[config.mk]
export PLATFORM = sky130hd
export DESIGN_NAME = round_robin_time_slice_scheduler
export DESIGN_NICKNAME = d
export VERILOG_FILES = /design/src/hdl/rrs_pkg.sv /design/src/hdl/rrs_ctrl.sv /design/src/hdl/rrs_datapath.sv /design/src/hdl/round_robin_time_slice_scheduler.sv
export SDC_FILE = /design/constraint.sdc
export NUM_CORES = 1
export LEC_CHECK = 0
export ABC_AREA = 1
export BUFFER_PORTS_ARGS = -buffer_cell sky130_fd_sc_hd__buf_2
export CAP_MARGIN = 20
export CORE_MARGIN = 5
export CORE_UTILIZATION = 56
export CTS_BUF_LIST = sky130_fd_sc_hd__clkbuf_16
export CTS_CLUSTER_SIZE = 24
export DETAILED_ROUTE_END_ITERATION = 6
export GPL_ROUTABILITY_DRIVEN = 0
export PLACE_DENSITY_LB_ADDON = 0.08
export SETUP_SLACK_MARGIN = 0.15
export SYNTH_ARGS = -nofsm -noshare
export SYNTH_HDL_FRONTEND = slang
export SYNTH_HIERARCHICAL = 1
export SYNTH_SLANG_ARGS = --single-unit
[constraint.sdc]
create_clock -name clk -period 5.4 [get_ports clk]
set_input_delay 0.27 -clock clk [delete_from_list [all_inputs] [get_ports clk]]
set_output_delay 0.27 -clock clk [all_outputs]
set_load 0.005 [all_outputs]
[src/hdl/rrs_pkg.sv]
// shared types and constants for the round-robin time-slice scheduler
// no dependencies
package rrs_pkg;

    localparam int QUEUE_DEPTH = 16;
    localparam int IDX_W = $clog2(QUEUE_DEPTH);
    localparam int CNT_W = $clog2(QUEUE_DEPTH + 1);
    localparam logic [IDX_W-1:0] LAST_IDX = IDX_W'(QUEUE_DEPTH - 1);
    localparam logic [CNT_W-1:0] FULL_CNT = CNT_W'(QUEUE_DEPTH);

    localparam logic [15:0] QUANTUM_RESET = 16'd3;
    localparam logic [31:0] CLOCK_MAX = 32'hFFFF_FFFF;

    localparam logic KIND_ADD = 1'b0;
    localparam logic KIND_DISPATCH = 1'b1;

    localparam logic [2:0] ST_RUN = 3'd0;
    localparam logic [2:0] ST_ADDED = 3'd1;
    localparam logic [2:0] ST_FULL = 3'd2;
    localparam logic [2:0] ST_EMPTY = 3'd3;
    localparam logic [2:0] ST_ZERO = 3'd4;

    localparam int PADDR_W = 3;
    localparam logic REG_QUANTUM = 1'b0;

    typedef struct packed {
        logic        kind;
        logic [7:0]  process_id;
        logic [15:0] burst_length;
    } in_beat_t;

    typedef struct packed {
        logic [2:0]  status;
        logic [7:0]  slice_owner;
        logic [15:0] slice_length;
        logic        finished;
        logic [31:0] finish_time;
        logic [15:0] total_run;
    } out_beat_t;

    typedef struct packed {
        logic [7:0]  id;
        logic [15:0] remaining;
        logic [15:0] run;
    } entry_t;

    typedef enum logic [2:0] {
        OP_NONE,
        OP_ADD,
        OP_FULL,
        OP_ZERO,
        OP_RUN,
        OP_EMPTY
    } op_t;

    typedef struct packed {
        logic load;
        op_t  op;
    } ctrl_cmd_t;

    typedef struct packed {
        logic kind;
        logic burst_zero;
        logic full;
        logic empty;
    } dp_status_t;

endpackage

[src/hdl/rrs_ctrl.sv]
// controller state machine: takes an item, then picks the operation for it
// depends on rrs_pkg
module rrs_ctrl
    import rrs_pkg::*;
(
    input  logic       clk,
    input  logic       rst_n,
    input  logic       start,
    output logic       busy,
    input  dp_status_t dp_status,
    output ctrl_cmd_t  cmd
);

    typedef enum logic {
        S_IDLE,
        S_EXEC
    } state_t;

    state_t state_reg;
    state_t state_next;
    logic   busy_reg;
    logic   busy_next;

    assign busy = busy_reg;

    always_comb
    begin
        state_next = state_reg;
        busy_next = busy_reg;
        cmd.load = 1'b0;
        cmd.op = OP_NONE;
        case (state_reg)
            S_IDLE:
            begin
                if (start)
                begin
                    cmd.load = 1'b1;
                    state_next = S_EXEC;
                    busy_next = 1'b1;
                end
            end
            S_EXEC:
            begin
                if (dp_status.kind == KIND_ADD)
                begin
                    if (dp_status.burst_zero)
                        cmd.op = OP_ZERO;
                    else if (dp_status.full)
                        cmd.op = OP_FULL;
                    else
                        cmd.op = OP_ADD;
                end
                else
                begin
                    if (dp_status.empty)
                        cmd.op = OP_EMPTY;
                    else
                        cmd.op = OP_RUN;
                end
                state_next = S_IDLE;
                busy_next = 1'b0;
            end
            default:
            begin
                state_next = S_IDLE;
                busy_next = 1'b0;
            end
        endcase
    end

    always_ff @(posedge clk or negedge rst_n)
    begin
        if (!rst_n)
        begin
            state_reg <= S_IDLE;
            busy_reg <= 1'b0;
        end
        else
        begin
            state_reg <= state_next;
            busy_reg <= busy_next;
        end
    end

    // the execute state always returns to idle
    a_exec_one_cycle: assert property (@(posedge clk) disable iff (!rst_n)
        busy_reg |=> !busy_reg)
        else $error("execute phase longer than one cycle");

    a_busy_tracks_state: assert property (@(posedge clk) disable iff (!rst_n)
        busy_reg == (state_reg == S_EXEC))
        else $error("busy out of step with state");

    a_load_starts_exec: assert property (@(posedge clk) disable iff (!rst_n)
        cmd.load |=> (cmd.op != OP_NONE))
        else $error("loaded beat not executed");

endmodule

[src/hdl/rrs_datapath.sv]
// datapath: ready queue memory, pointers, count, elapsed clock and result register
// depends on rrs_pkg
module rrs_datapath
    import rrs_pkg::*;
(
    input  logic        clk,
    input  logic        rst_n,
    input  ctrl_cmd_t   cmd,
    output dp_status_t  dp_status,
    input  in_beat_t    item,
    input  logic [15:0] time_quantum,
    output logic        done,
    output out_beat_t   result
);

    entry_t             queue_mem [QUEUE_DEPTH];
    in_beat_t           item_reg;
    entry_t             rd_reg;
    logic [IDX_W-1:0]   head_reg;
    logic [IDX_W-1:0]   head_next;
    logic [IDX_W-1:0]   tail_reg;
    logic [IDX_W-1:0]   tail_next;
    logic [CNT_W-1:0]   count_reg;
    logic [CNT_W-1:0]   count_next;
    logic [31:0]        elapsed_reg;
    logic [31:0]        elapsed_next;
    logic               done_reg;
    out_beat_t          result_reg;
    out_beat_t          result_next;

    logic               wr_en;
    entry_t             wr_data;
    logic [15:0]        slice_len;
    logic [15:0]        rem_new;
    logic [15:0]        run_new;
    logic [32:0]        clock_sum;
    logic [31:0]        clock_new;
    logic               slice_done;

    assign dp_status.kind = item_reg.kind;
    assign dp_status.burst_zero = (item_reg.burst_length == 16'd0);
    assign dp_status.full = (count_reg == FULL_CNT);
    assign dp_status.empty = (count_reg == '0);

    assign done = done_reg;
    assign result = result_reg;

    assign head_next = (head_reg == LAST_IDX) ? '0 : head_reg + 1'b1;
    assign tail_next = (tail_reg == LAST_IDX) ? '0 : tail_reg + 1'b1;

    // slice arithmetic on the head entry
    assign slice_len = (rd_reg.remaining > time_quantum) ? time_quantum : rd_reg.remaining;
    assign rem_new = rd_reg.remaining - slice_len;
    assign run_new = rd_reg.run + slice_len;
    assign clock_sum = {1'b0, elapsed_reg} + {17'd0, slice_len};
    assign clock_new = clock_sum[32] ? CLOCK_MAX : clock_sum[31:0];
    assign slice_done = (rem_new == 16'd0);

    always_comb
    begin
        wr_en = 1'b0;
        wr_data = rd_reg;
        result_next = '0;
        elapsed_next = elapsed_reg;
        count_next = count_reg;
        case (cmd.op)
            OP_ADD:
            begin
                wr_en = 1'b1;
                wr_data.id = item_reg.process_id;
                wr_data.remaining = item_reg.burst_length;
                wr_data.run = 16'd0;
                count_next = count_reg + 1'b1;
                result_next.status = ST_ADDED;
            end
            OP_FULL:
                result_next.status = ST_FULL;
            OP_ZERO:
                result_next.status = ST_ZERO;
            OP_EMPTY:
                result_next.status = ST_EMPTY;
            OP_RUN:
            begin
                wr_en = !slice_done;
                wr_data.remaining = rem_new;
                wr_data.run = run_new;
                elapsed_next = clock_new;
                if (slice_done)
                    count_next = count_reg - 1'b1;
                result_next.status = ST_RUN;
                result_next.slice_owner = rd_reg.id;
                result_next.slice_length = slice_len;
                result_next.finished = slice_done;
                result_next.finish_time = clock_new;
                result_next.total_run = run_new;
            end
            default:
            begin
                wr_en = 1'b0;
            end
        endcase
    end

    always_ff @(posedge clk)
    begin
        if (wr_en)
            queue_mem[tail_reg] <= wr_data;
        if (cmd.load)
        begin
            rd_reg <= queue_mem[head_reg];
            item_reg <= item;
        end
        if (cmd.op != OP_NONE)
            result_reg <= result_next;
    end

    always_ff @(posedge clk or negedge rst_n)
    begin
        if (!rst_n)
        begin
            head_reg <= '0;
            tail_reg <= '0;
            count_reg <= '0;
            elapsed_reg <= '0;
            done_reg <= 1'b0;
        end
        else
        begin
            done_reg <= (cmd.op != OP_NONE);
            count_reg <= count_next;
            elapsed_reg <= elapsed_next;
            if (wr_en)
                tail_reg <= tail_next;
            if (cmd.op == OP_RUN)
                head_reg <= head_next;
        end
    end

    a_count_bound: assert property (@(posedge clk) disable iff (!rst_n)
        count_reg <= FULL_CNT)
        else $error("queue count beyond depth");

    a_empty_pointers: assert property (@(posedge clk) disable iff (!rst_n)
        (count_reg == '0) |-> (head_reg == tail_reg))
        else $error("empty queue with pointers apart");

    a_clock_monotonic: assert property (@(posedge clk) disable iff (!rst_n)
        ##1 (elapsed_reg >= $past(elapsed_reg)))
        else $error("elapsed clock went backward");

endmodule

[src/hdl/round_robin_time_slice_scheduler.sv]
// round-robin time-slice scheduler top level: config register, controller, datapath
// depends on rrs_pkg, rrs_ctrl, rrs_datapath
// done strobes for one cycle, registered from the execute state
// beats do not overlap: the registered read of the head entry is followed by the
// update and write-back state before the next beat is taken; the receiver cannot stall
// reset: queue empty, elapsed clock zero, quantum 3; queue memory is not cleared
module round_robin_time_slice_scheduler
    import rrs_pkg::*;
(
    input  logic               clk,
    input  logic               rst_n,
    input  logic               start,
    output logic               busy,
    input  in_beat_t           item,
    output logic               done,
    output out_beat_t          result,
    input  logic               psel,
    input  logic               penable,
    input  logic               pwrite,
    input  logic [PADDR_W-1:0] paddr,
    input  logic [31:0]        pwdata,
    output logic [31:0]        prdata,
    output logic               pready
);

    logic [15:0] quantum_reg;
    logic        cfg_write;
    logic        cfg_hit;
    ctrl_cmd_t   cmd;
    dp_status_t  dp_status;
    logic        ctrl_busy;

    assign pready = 1'b1;
    assign cfg_hit = (paddr[PADDR_W-1:2] == REG_QUANTUM);
    assign cfg_write = psel && penable && pwrite && pready && cfg_hit;
    assign prdata = cfg_hit ? {16'd0, quantum_reg} : 32'd0;
    assign busy = ctrl_busy;

    always_ff @(posedge clk or negedge rst_n)
    begin
        if (!rst_n)
            quantum_reg <= QUANTUM_RESET;
        else if (cfg_write)
            quantum_reg <= pwdata[15:0];
    end

    rrs_ctrl u_ctrl
    (
        .clk       (clk),
        .rst_n     (rst_n),
        .start     (start),
        .busy      (ctrl_busy),
        .dp_status (dp_status),
        .cmd       (cmd)
    );

    rrs_datapath u_datapath
    (
        .clk          (clk),
        .rst_n        (rst_n),
        .cmd          (cmd),
        .dp_status    (dp_status),
        .item         (item),
        .time_quantum (quantum_reg),
        .done         (done),
        .result       (result)
    );

endmodule

==> summary.md, run 1 <==
| Metric | Value |
|---|---|
| Synth Area in Adders | `0.0264` |
| Initial Util | `0.567` |
| Cell total after placement | `4,022` |
| Final hold vios | `0` |
| Synth Warn # | `6` |
| Worst Skew | `0.0269 ns` |
| Slew Limit Fails | `0` |
| Post-synthesis compound-gate area fraction | `0.0948` |
| Fraction of registers with async set or reset after synthesis | `0.0757` |
| WP buf/inv | `9` |
| Final nets | `3,470` |
| Largest area contributor in the netlist | `edfxtp_1` |
| RSZ-0062 raised after global routing | `false` |
| Post-Synth Simple-Gate Area | `0.129` |
| DRT iter0 DRCs | `2,095` |
| Mapped Cells | `3,071` |
| CP most frequent cell | `nand2_1` |
| M1 WL | `38,300 um` |
| Grt ovf | `0` |
| Routed Antenna Nets | `0` |
| Design area | `43,000 um^2` |
| Sequential share of the synthesized area | `0.682` |
| Placed cell area | `39,200 um^2` |
| Port Buf Inserts | `141` |
| Final Cycle Share | `0.926` |
| TritonCTS clock tree | `yes` |
| CP delay by family, top | `simple AND/OR/NAND/NOR gates` |
| Setup violators final | `0` |
| Total wire length | `89,800 um` |
| Status | `finished, final reports clean` |
| Met3 routed WL | `5530 um` |
| Number of synthesized flops with an enable pin | `781` |
| Fill cells | `4,697` |
| Maxcap violations | `0` |
| Delay of the slowest cell on the worst path | `0.54 ns` |
| Die ar. | `70,800 um^2` |
| Actual slew at the worst max-slew pin | `1.02 ns` |
| CTS root buffer | `clkbuf_16` |
| Critical path fanouts, max | `15` |
| Die W | `266 um` |
| Largest net degree at the start of global routing | `158` |
| # DRC | `0` |
| Arrival time at the worst endpoint | `5.32 ns` |
| First-pass GRT wire length | `137,000 um` |
| Top sig layer | `met4` |
| I/O pin cnt | `177` |
| Sequential Area | `25,100 um^2` |
| Post-synth top flop | `edfxtp_1` |
| DP HPWL | `56,100 um` |
| Worst setup SP type | `flop` |
| Max VDD drop | `383 uV` |
| Sink Count | `845` |
| Hold crit path type | `primary input to flop` |
| GRT Total Usage | `0.247` |
| Standard-cell rows | `93` |
| Inserted Clock Buffers | `87` |
| Crit path capture type | `flop` |
| Max reg flops | `640` |
| H-tree depth | `3` |
| Worst Hold Slack | `0.124 ns` |
| Post-synth top area share | `0.639` |
| Drt first pass iters | `6` |
| Synth unique cells | `54` |
| Post-Layout Cell Count | `4,254` |
| Clock transition at the registers of the reported paths | `0.05 ns` |
| Synth Area in XOR/XNOR | `0.00716` |
| Antenna Cells | `0` |
| Worst EP required | `5.72 ns` |
| Vias | `24,500` |
| Met2 wire len | `43,900 um` |
| Area of the multi-input gates | `10,500 um^2` |
| Skew-Pair Late Insertion Delay | `0.64 ns` |
| Share of cells above drive strength 1 | `0.153` |
| Routed length per placed instance | `21.1 um` |
| Share of the core filled with cells | `0.664` |
| Post-route worst setup slack | `0.399 ns` |
| Lkg Pwr | `16.2 nW` |
| Via density | `5.77` |
| Slowest-stage cell, CP | `dfstp_2` |
| Total power draw | `24.5 mW` |
| Post-synth top cells | `edfxtp_1, nor2_1, nand2_1` |
| Tmin final | `5.00 ns` |
| Max_slew headroom | `0.317` |
| Area grow syn2layout | `17.0%` |
| Chip height | `266 um` |
| Core area | `64,700 um^2` |
| Fmax | `200 MHz` |
| Fin Setup TNS | `0 ns` |
| Post-synthesis mux area share | `0.0174` |
| Most frequent cell after synthesis | `edfxtp_1` |
| Vias in the first global route | `24,200` |
| Area of the mapped netlist | `36,700 um^2` |
| Clock Tree Buf Depth | `3` |
| PwrDens | `569 nW/um^2` |
| Post-Place Setup Slack | `0.157 ns` |
| Largest cells by area after synthesis | `edfxtp_1, nor2_1, nand2_1` |
| Initial antenna violation count | `0` |
| Seq cells post-synth | `845` |
| Largest family of logic cells by synthesized area | `simple AND/OR/NAND/NOR gates` |
| Crit path kind | `flop to flop` |
| Avg Cell Area, Syn | `12.0 um^2` |
[cells by family after synthesis]
| kind of cell | Yosys count |
|---|---|
| simple gates | 1152 |
| compound gates | 526 |
| fa+ha+maj | 75 |
| xor+xnor | 30 |
| buf+inv | 377 |
| flops | 845 |
| other cells | 2 |
| mux | 64 |
[area by class of cell]
cell class / count / share of cell area
sequential: 845 / 0.584
timing repair buffer: 325 / 0.0641
inverter: 205 / 0.0181
clock inverter: 71 / 0.0142
clock buffer: 88 / 0.0513
multi-input combinational: 1864 / 0.244
timing repair inverter: 1 / 0.000175
tap: 855 / 0.0249
[cells in the final DEF, fill, tap and decap left out, types with 9 or more instances in the layout]
cell,count
clkinv_2,19
o211ai_1,28
ha_1,62
a21o_1,9
edfxtp_1,781
clkbuf_16,90
nand2_1,455
dfrtp_1,59
a21oi_1,54
buf_12,42
conb_1,17
o221ai_1,67
nand4_1,11
nor2_4,21
o21ai_0,217
inv_1,209
nor3_1,19
a21oi_2,14
o32ai_1,96
buf_2,141
nand2_2,12
nand3_2,9
xnor2_1,14
buf_4,97
clkinv_1,19
nand3_1,139
nor2_1,459
mux2i_1,64
xor2_1,14
o21ai_1,13
dlygate4sd3_1,43
bufinv_16,9
[worst reg2reg max path, delay by kind of cell (launching register included)]
family,cells,cell delay (ns)
xor gates and xnor gates,1,0.24
buffers and inverters,9,1.14
and+or+nand+nor,12,1.30
AOI/OAI and AO/OA,5,0.90
DFF,1,0.54
adders and majority gates,2,0.58
[routing by layer]
metal  up-vias  global-route usage
li1      11500                   -
met1     12100               0.346
met2       818               0.416
met3       135              0.0317
met4         0              0.0679
met5         -                   0
[worst paths after layout]
kind | from | end | slack (ns) | depth (start not counted)
max in group asynchronous | rst_n | u_datapath/head_reg[0] | 4.27 | 3
min reg2reg | u_ctrl/busy | u_ctrl/busy | 0.48 | 1
min | psel | quantum_reg[0] | 0.12 | 5
max reg2reg | quantum_reg[1] | u_datapath/queue_mem[4][13] | 0.40 | 29
min in group asynchronous | rst_n | u_datapath/elapsed_reg[23] | 0.39 | 3
max | quantum_reg[1] | u_datapath/queue_mem[4][13] | 0.40 | 29
[what timing repair did]
item,CTS,global route
setup buffers,6,17
hold buffers,43,0
endpoints found under the hold margin,104,0
gates cloned,0,3
pin swaps,2,13
gates resized for setup,0,47
setup endpoints to repair,9,728
[where the power goes]
group | total (mW) | internal, mW | switching, mW
clock | 5.86 | 3.40 | 2.46
sequential | 9.17 | 8.72 | 0.449
combinational | 9.42 | 3.13 | 6.29
total | 24.5 | 15.3 | 9.20
(Power assumes the default switching activity.)
==> inputs of run 2 (changes only) <==
- CORE_UTILIZATION: 56 -> 66
- clock period: 5.4 -> 5.97 ns (I/O delays scaled with it)
==> summary.md, run 2 (synthesis results as in run 1) <==
| Metric | Value |
|---|---|
| Hold crit path type | `primary input to flop` |
| Drt first pass iters | `7 (+1)` |
| Reg2Reg Setup Slack | `0.51 ns (+0.12 ns)` |
| Initial Util | `0.666 (+0.0989)` |
| Total wire length | `96,100 um (+7.0%)` |
| Fill cells | `3,441 (-27%)` |
| Hold Path Cell Cnt | `5 (unchanged)` |
| Comb pwr share | `0.384 (about the same)` |
| Worst setup SP type | `flop` |
| Skew-Pair Late Insertion Delay | `0.64 ns (about the same)` |
| Psw | `8.27 mW (-10%)` |
| Final hold vios | `0 (unchanged)` |
| Routed length per placed instance | `23.2 um (+10%)` |
| PwrDens | `514 nW/um^2 (-9.7%)` |
| Status | `finished, final reports clean` |
| Die W | `246 um (-7.6%)` |
| CP most frequent cell | `nand2_1` |
| Reg2reg end | `u_datapath/queue_mem[14][12]` |
| Routed Antenna Nets | `0 (unchanged)` |
| Post-Place Setup Slack | `0.0815 ns (-0.0758 ns)` |
| Initial antenna violation count | `0 (unchanged)` |
| Internal power | `13.4 mW (-12%)` |
| TritonCTS clock tree | `yes` |
| Antenna Cells | `0 (unchanged)` |
| CP delay by family, top | `simple AND/OR/NAND/NOR gates` |
| Die ar. | `60,400 um^2 (-15%)` |
| GR Util met1 | `0.420 (+0.0742)` |
| Max reg flops | `640 (unchanged)` |
| H-tree depth | `3 (unchanged)` |
| Hold_sp | `psel` |
| WP buf/inv | `6 (-3)` |
| Vias in the first global route | `24,600 (+1.9%)` |
| Clock Tree Buf Depth | `3 (unchanged)` |
| GRT Total Usage | `0.308 (+0.0604)` |
| Crit path kind | `flop to flop` |
| Inserted Clock Buffers | `83 (-4.6%)` |
| FF-to-FF Start | `quantum_reg[1]` |
| Tmin final | `5.46 ns (+0.455 ns)` |
| Hold endpoint | `quantum_reg[1]` |
| Final nets | `3,464 (-0.17%)` |
| Max_slew headroom | `0.125 (-0.192)` |
| Delay of the slowest cell on the worst path | `0.97 ns (+0.43 ns)` |
| Worst Skew | `0.0354 ns (+0.00854 ns)` |
| Fin Setup TNS | `0 ns (unchanged)` |
| GRT busiest layer | `met2` |
| Grt met3 use | `0.0510 (+0.0193)` |
| Largest net degree at the start of global routing | `210 (+33%)` |
| Actual slew at the worst max-slew pin | `1.31 ns (+0.289 ns)` |
| Vias | `25,600 (+4.4%)` |
| Area of the multi-input gates | `10,400 um^2 (-0.93%)` |
| Via density | `6.19 (+7.3%)` |
| Slew Limit Fails | `0 (unchanged)` |
| Clock network fraction of total power | `0.233 (-0.007)` |
| Area grow syn2layout | `14.9%` |
| RSZ-0062 raised after global routing | `false` |
| Share of the core filled with cells | `0.766 (+0.102)` |
| Post-Layout Cell Count | `4,140 (-2.7%)` |
| Fmax | `183 MHz (-8.3%)` |
| Lkg Pwr | `16.0 nW (-1.3%)` |
| # DRC | `0 (unchanged)` |
| Setup violators final | `0 (unchanged)` |
| Sink Count | `845 (unchanged)` |
| First-pass GRT wire length | `142,000 um (+3.8%)` |
| GR Util met2 | `0.506 (+0.0901)` |
| Most frequent cells in the layout | `edfxtp_1, nor2_1, nand2_1` |
| Final Cycle Share | `0.914 (-0.0122)` |
| CTS root buffer | `clkbuf_16` |
| Critical path fanouts, max | `27 (+12)` |
| Port Buf Inserts | `141 (unchanged)` |
| Max VDD drop | `449 uV (+17%)` |
| DRT iter0 DRCs | `3,222 (+54%)` |
| Cell total after placement | `3,893 (-3.2%)` |
| Sequential power share | `0.382 (+0.007)` |
| Grt ovf | `0 (unchanged)` |
| Worst EP required | `6.31 ns (+0.59 ns)` |
| DP HPWL | `55,600 um (-0.79%)` |
| I/O pin cnt | `177 (unchanged)` |
| Core area | `55,100 um^2 (-15%)` |
| Standard-cell rows | `86 (-7.5%)` |
| Arrival time at the worst endpoint | `5.80 ns (+0.48 ns)` |
| Worst reg-to-reg path cell count | `27 (-6.9%)` |
| Maxcap violations | `0 (unchanged)` |
| Crit path capture type | `flop` |
| Clock transition at the registers of the reported paths | `0.06 ns (about the same)` |
| Switch share | `0.381 (+0.00469)` |
| Slowest-stage cell, CP | `nor2_4` |
| Share of cells above drive strength 1 | `0.144 (-0.00853)` |
| Commonest non-fill, non-tap cell in the layout | `edfxtp_1` |
| Chip height | `246 um (-7.6%)` |
| Sequential Area | `25,100 um^2 (unchanged)` |
| Total power draw | `21.7 mW (-11%)` |
| Post-route worst setup slack | `0.514 ns (+0.115 ns)` |
==> run 2: stage by stage <==
| stage | hold slack [ns] | instance area, um^2 |
|---|---|---|
| 2_1_floorplan | 0.00291 | 36800 |
| 3_3_place_gp | 0.458 | 38600 |
| 3_5_place_dp | 0.476 | 38600 |
| 4_1_cts | 0.124 | 41700 |
| 5_1_grt | 0.155 | 42200 |
| 6_report | 0.144 | 42200 |
==> run 2: cell type report <==
cell class / instances / share of cell area
sequential: 845 / 0.594
clock inverter: 71 / 0.0137
tap: 748 / 0.0222
multi-input combinational: 1869 / 0.246
clock buffer: 83 / 0.0492
timing repair buffer: 319 / 0.0564
inverter: 205 / 0.0185
==> run 2: per-layer routing <==
metal | wire length [um] | up-vias | share of wire
li1 | - | 11500 | -
met2 | 46500 | 1401 | 0.48
met5 | 0 | - | 0
met1 | 36500 | 12500 | 0.38
met3 | 9290 | 235 | 0.097
met4 | 3850 | 0 | 0.040
==> run 2: power groups by stage <==
stage | logic, mW | clock network, mW | registers, mW
CTS | 7.98 | 5.11 | 8.36
floorplan | 5.50 | 0 | 8.23
finish | 8.34 | 5.06 | 8.30
global placement | 7.56 | 0 | 8.45
global route | 9.13 | 5.38 | 8.34
detailed placement | 7.88 | 0 | 8.47
==> run 2: worst max path at each step <==
stage,from,end,depth (start not counted)
after floorplan,quantum_reg[1],u_datapath/queue_mem[10][0],29
after global placement,quantum_reg[1],u_datapath/queue_mem[1][2],29
after detailed placement,quantum_reg[1],u_datapath/queue_mem[1][2],28
after CTS,quantum_reg[1],u_datapath/queue_mem[4][35],28
after global routing,quantum_reg[1],u_datapath/queue_mem[14][28],27
final,quantum_reg[1],u_datapath/queue_mem[14][12],27
==> run 2: what timing repair did <==
action,in CTS,in global routing
cloned,1,4
hold endpoints to repair,104,0
gates resized for setup,0,14
endpoints found under the setup margin,13,520
buffers inserted,0,38
pin swaps,1,13
hold buffers,43,0
==> run 2: worst register-to-register path: cells and delay by family, from the launching register on <==
kind	cells	cell delay, ns
buffers and inverters	6	0.82
AOI/OAI and AO/OA	3	0.58
xor gates and xnor gates	1	0.20
DFF	1	0.55
adders and majority gates	2	0.66
and+or+nand+nor	15	2.37
